==> src/hdl/plti_pkg.sv <==
// ----------------------------------------------------------------------------
// plti_pkg
// Shared types and constants of the piecewise-linear interpolation table:
// word layouts, opcodes, region codes and controller/datapath signal groups.
// ----------------------------------------------------------------------------
package plti_pkg;

    localparam int FIXED_WIDTH      = 32;
    localparam int DEF_TABLE_POINTS = 512;
    localparam int IDX_W            = 9;
    localparam int PIU_W            = 10;

    localparam logic [PIU_W-1:0] PIU_RESET = PIU_W'(2);

    localparam logic OP_WRITE = 1'b0;
    localparam logic OP_QUERY = 1'b1;

    localparam logic [1:0] REGION_INSIDE = 2'd0;
    localparam logic [1:0] REGION_ABOVE  = 2'd1;
    localparam logic [1:0] REGION_BELOW  = 2'd2;

    typedef struct packed {
        logic                          opcode;
        logic [IDX_W-1:0]              entry_index;
        logic signed [FIXED_WIDTH-1:0] position;
        logic signed [FIXED_WIDTH-1:0] entry_value;
    } item_t;

    typedef struct packed {
        logic signed [FIXED_WIDTH-1:0] interpolated_value;
        logic [1:0]                    region;
    } result_t;

    typedef struct packed {
        logic load;
        logic scan;
        logic decide;
        logic rdv0;
        logic rdv1;
        logic setup;
        logic mul_step;
        logic div_init;
        logic div_step;
        logic fin;
    } dp_cmd_t;

    typedef struct packed {
        logic scan_last;
        logic direct;
        logic cnt_last;
    } dp_status_t;

endpackage

==> src/hdl/plti_ctrl.sv <==
// ----------------------------------------------------------------------------
// plti_ctrl
// Controller: sequences one query through scan, value fetch and (unless the
// result is direct) blend multiply and divide, then strobes the result word.
// ----------------------------------------------------------------------------
module plti_ctrl (
    input  logic                 clk,
    input  logic                 rst_n,
    input  logic                 query,
    input  plti_pkg::dp_status_t status,
    output plti_pkg::dp_cmd_t    cmd,
    output logic                 busy,
    output logic                 done
);

    typedef enum logic [3:0] {
        S_IDLE,
        S_SCAN,
        S_DRAIN,
        S_DECIDE,
        S_RDV0,
        S_RDV1,
        S_SETUP,
        S_MUL,
        S_DIVI,
        S_DIV,
        S_FIN,
        S_DONE
    } state_t;

    state_t state_reg;
    state_t state_next;
    logic   busy_reg;
    logic   done_reg;

    always_comb
    begin
        state_next = state_reg;
        cmd        = '0;
        unique case (state_reg)
            S_IDLE:
            begin
                if (query)
                begin
                    cmd.load   = 1'b1;
                    state_next = S_SCAN;
                end
            end
            S_SCAN:
            begin
                cmd.scan = 1'b1;
                if (status.scan_last)
                    state_next = S_DRAIN;
            end
            S_DRAIN:
                state_next = S_DECIDE;
            S_DECIDE:
            begin
                cmd.decide = 1'b1;
                state_next = S_RDV0;
            end
            S_RDV0:
            begin
                cmd.rdv0   = 1'b1;
                state_next = S_RDV1;
            end
            S_RDV1:
            begin
                cmd.rdv1   = 1'b1;
                state_next = S_SETUP;
            end
            S_SETUP:
            begin
                cmd.setup  = 1'b1;
                state_next = status.direct ? S_DONE : S_MUL;
            end
            S_MUL:
            begin
                cmd.mul_step = 1'b1;
                if (status.cnt_last)
                    state_next = S_DIVI;
            end
            S_DIVI:
            begin
                cmd.div_init = 1'b1;
                state_next   = S_DIV;
            end
            S_DIV:
            begin
                cmd.div_step = 1'b1;
                if (status.cnt_last)
                    state_next = S_FIN;
            end
            S_FIN:
            begin
                cmd.fin    = 1'b1;
                state_next = S_DONE;
            end
            S_DONE:
                state_next = S_IDLE;
            default:
                state_next = S_IDLE;
        endcase
    end

    always_ff @(posedge clk or negedge rst_n)
    begin
        if (!rst_n)
        begin
            state_reg <= S_IDLE;
            busy_reg  <= 1'b0;
            done_reg  <= 1'b0;
        end
        else
        begin
            state_reg <= state_next;
            busy_reg  <= state_next != S_IDLE;
            done_reg  <= state_next == S_DONE;
        end
    end

    assign busy = busy_reg;
    assign done = done_reg;

    a_done_while_busy: assert property (@(posedge clk) disable iff (!rst_n)
        done |-> busy)
        else $error("result strobe outside a query");

    a_done_single: assert property (@(posedge clk) disable iff (!rst_n)
        done |=> !done)
        else $error("result strobe longer than one cycle");

    a_busy_ends_on_done: assert property (@(posedge clk) disable iff (!rst_n)
        $fell(busy) |-> $past(done))
        else $error("query ended without a result word");

endmodule
==> config.mk <==
export PLATFORM = sky130hd
export DESIGN_NAME = plti_ctrl
export DESIGN_NICKNAME = d
export VERILOG_FILES = /design/src/hdl/plti_pkg.sv /design/src/hdl/plti_ctrl.sv
export SDC_FILE = /design/constraint.sdc
export NUM_CORES = 1
export LEC_CHECK = 0
export ABC_AREA = 1
export BUFFER_PORTS_ARGS = -buffer_cell sky130_fd_sc_hd__buf_2
export CAP_MARGIN = 20
export CORE_AREA = 3 3 40 42
export DETAILED_ROUTE_END_ITERATION = 7
export DIE_AREA = 0 0 43 45
export GPL_TIMING_DRIVEN = 1
export PLACE_DENSITY_LB_ADDON = 0.08
export SLEW_MARGIN = 10
export SYNTH_ARGS = -nofsm -noshare
export SYNTH_HDL_FRONTEND = slang
export SYNTH_SLANG_ARGS = --single-unit
==> constraint.sdc <==
create_clock -name clk -period 2.95 [get_ports clk]
set_input_delay 0.295 -clock clk [delete_from_list [all_inputs] [get_ports clk]]
set_output_delay 0.295 -clock clk [all_outputs]
set_load 0.005 [all_outputs]
==> results.yml <==
run_status:
  status: "completed"
layout:
  layout_common_cells: "nand2_1, buf_2, inv_1, nor2_1, nand3_1"
  final_common_cell: "nand2_1"
  largest_reg_flops: 4
  fillers: 149
  regArea_um2: 150.1
  layout.nets: 106
  area_delta_synth_final_pct: 29.54
  diodes: 0
  multiInputGateArea_um2: 251.5
  finalNonFillerCells: 113
  drive_gt1_share_pct: 29.59
synth:
  ys_types: 14
  yosys_warnings: 0
  ys_seq_area_share_pct: 32.52
  syn_inst: 77
  syn_nets: 83
  synth_seq_cells: 6
  syn_avg_cell_area_um2: 5.996
  synth_area_um2: 461.7
sta:
  setup_ws_ns: 1.382
  totalNegativeSetupSlack_ns: 0
  slew_headroom_pct: 81.00
  finClkSkew_ns: 0.0007638
  hold_violations: 0
  fin_crit_ns: 1.568
  worst_pin_slew_ns: 0.2840
  period_share_pct: 53.14
  slew_violations: 0
  setup_viol: 0
  rsz0062_at_grt: "no"
  clock.fmax_ghz: 0.6379
  whs_ns: 0.3357
grt:
  antenna_found_initial: 0
  grt_max_degree: 7
  grt_usage_pct: 12.90
  grt_pass1_wl_mm: 1.821
  grt_util_met2_pct: 20.06
  grt_use_met1_pct: 15.69
  grt-ovfl-total: 0
  grt_pass1_vias: 452
  use_met3_pct: 7.968
  top_usage_layer: "met2"
clocking:
  cts.repair.resized: 0
  htreeDepth: 1
  clk_pin_slew_ns: 0.04
  numCtsBuffers: 3
  cts.sinks: 6
  clockBufferDepth: 2
  clock_latency_ns: 0.24
  cts_tree: "built"
  cts-root-buf: "clkbuf_4"
worst_setup_path:
  cp-start-kind: "flip-flop"
  cp.required_ns: 2.65
  criticalPathCategory: "reg2out"
  crit_arrival_ns: 1.27
  cp-end-kind: "output pin"
  crit_fanout: 5
power:
  power_density_nw_per_um2: 1021
  ir_drop_uv: 430.0
  p_total_mw: 0.6108
  p_leak_nw: 0.4176
die:
  die_w_um: 43
  die_area_um2: 1935
  std_cell_rows: 13
  die_h_um: 45
  initial_core_util_pct: 35.93
  core_um2: 1285
  ios: 18
min_path:
  min_path_type: "in2reg"
place:
  port_buffers: 17
  dp_slack_ns: 1.652
  placed_cells: 109
  dpl.hpwl_um: 915.2
  gp_congestion: 0.8325
route:
  drt-vias-per-instance: 4.513
  remaining_drc_errors: 0
  drt_wl_total_mm: 1.116
  ant_nets: 0
  wl_per_cell_um: 9.876
  drt_first_iter_violations: 14
  vias: 510
  drt_pass1_iterations: 5
run:
  maxCapViolations: 0
==> cell type report <==
| class | instances | area share (%) |
|---|---|---|
| Multi-Input combinational cell | 55 | 42.05 |
| Tap cell | 15 | 3.138 |
| Sequential cell | 6 | 25.10 |
| Timing Repair Buffer | 18 | 15.90 |
| Inverter | 16 | 10.04 |
| Clock buffer | 3 | 3.766 |
==> stage by stage <==
step,area [µm²],util [%]
final,598.1,46.54
after global routing,598.1,46.54
after CTS,598.1,46.54
after detailed placement,565.5,44.01
after global placement,565.5,44.01
after floorplan,461.7,-
==> worst paths after layout <==
kind | from | cells after the start | end | slack (ns)
worst max-delay path | state_reg[2] | 4 | cmd[9] | 1.38
worst min-delay path | status[0] | 3 | state_reg[3] | 0.34
min in group asynchronous | rst_n | 2 | busy | 0.40
worst min register to register | state_reg[3] | 3 | state_reg[2] | 0.74
worst max register to register | state_reg[0] | 8 | busy | 1.66
max in group asynchronous | rst_n | 2 | state_reg[3] | 2.41
==> worst max-delay path: stages (launching register included) <==
cell	delay [ns]
dfrtp_1	0.43
nor2_1	0.28
nand3_1	0.15
inv_1	0.07
buf_2	0.10
==> synth_stat cells, drive strengths merged <==
cell type,n,area [µm²]
nand3,8,40.04
dfrtp,6,150.1
o21ai,1,5.000
a21oi,1,5.000
nor2,16,77.58
nand4,1,6.260
nor3,2,15.01
nand2,26,102.6
inv,16,60.06
==> cell families after synthesis <==
kind of cell           count (synthesis)  synth area share [%]
flip-flops                             6                 32.52
AO/OA/AOI/OAI                          2                 2.166
buffers and inverters                 16                 13.01
AND/OR/NAND/NOR                       53                 52.31
==> what timing repair did <==
| item | 4_1_cts | 5_1_grt |
|---|---|---|
| buffers inserted | 0 | 0 |
| hold buffers | 1 | 0 |
| hold endpoints to repair | 6 | 0 |
==> per-layer routing <==
| layer | routed length [µm] | part of all wire [%] |
|---|---|---|
| met5 | 0 | 0 |
| met4 | 14 | 1.3 |
| met3 | 115 | 10 |
| met2 | 498 | 45 |
| met1 | 488 | 44 |
==> power by group <==
part	total [mW]	leakage (nW)	switching (mW)	internal, mW
combinational	0.372	0.329	0.233	0.139
clock	0.0741	0.0138	0.0282	0.0459
sequential	0.165	0.0750	0.0453	0.119
Power figures use the tool's default switching activity.
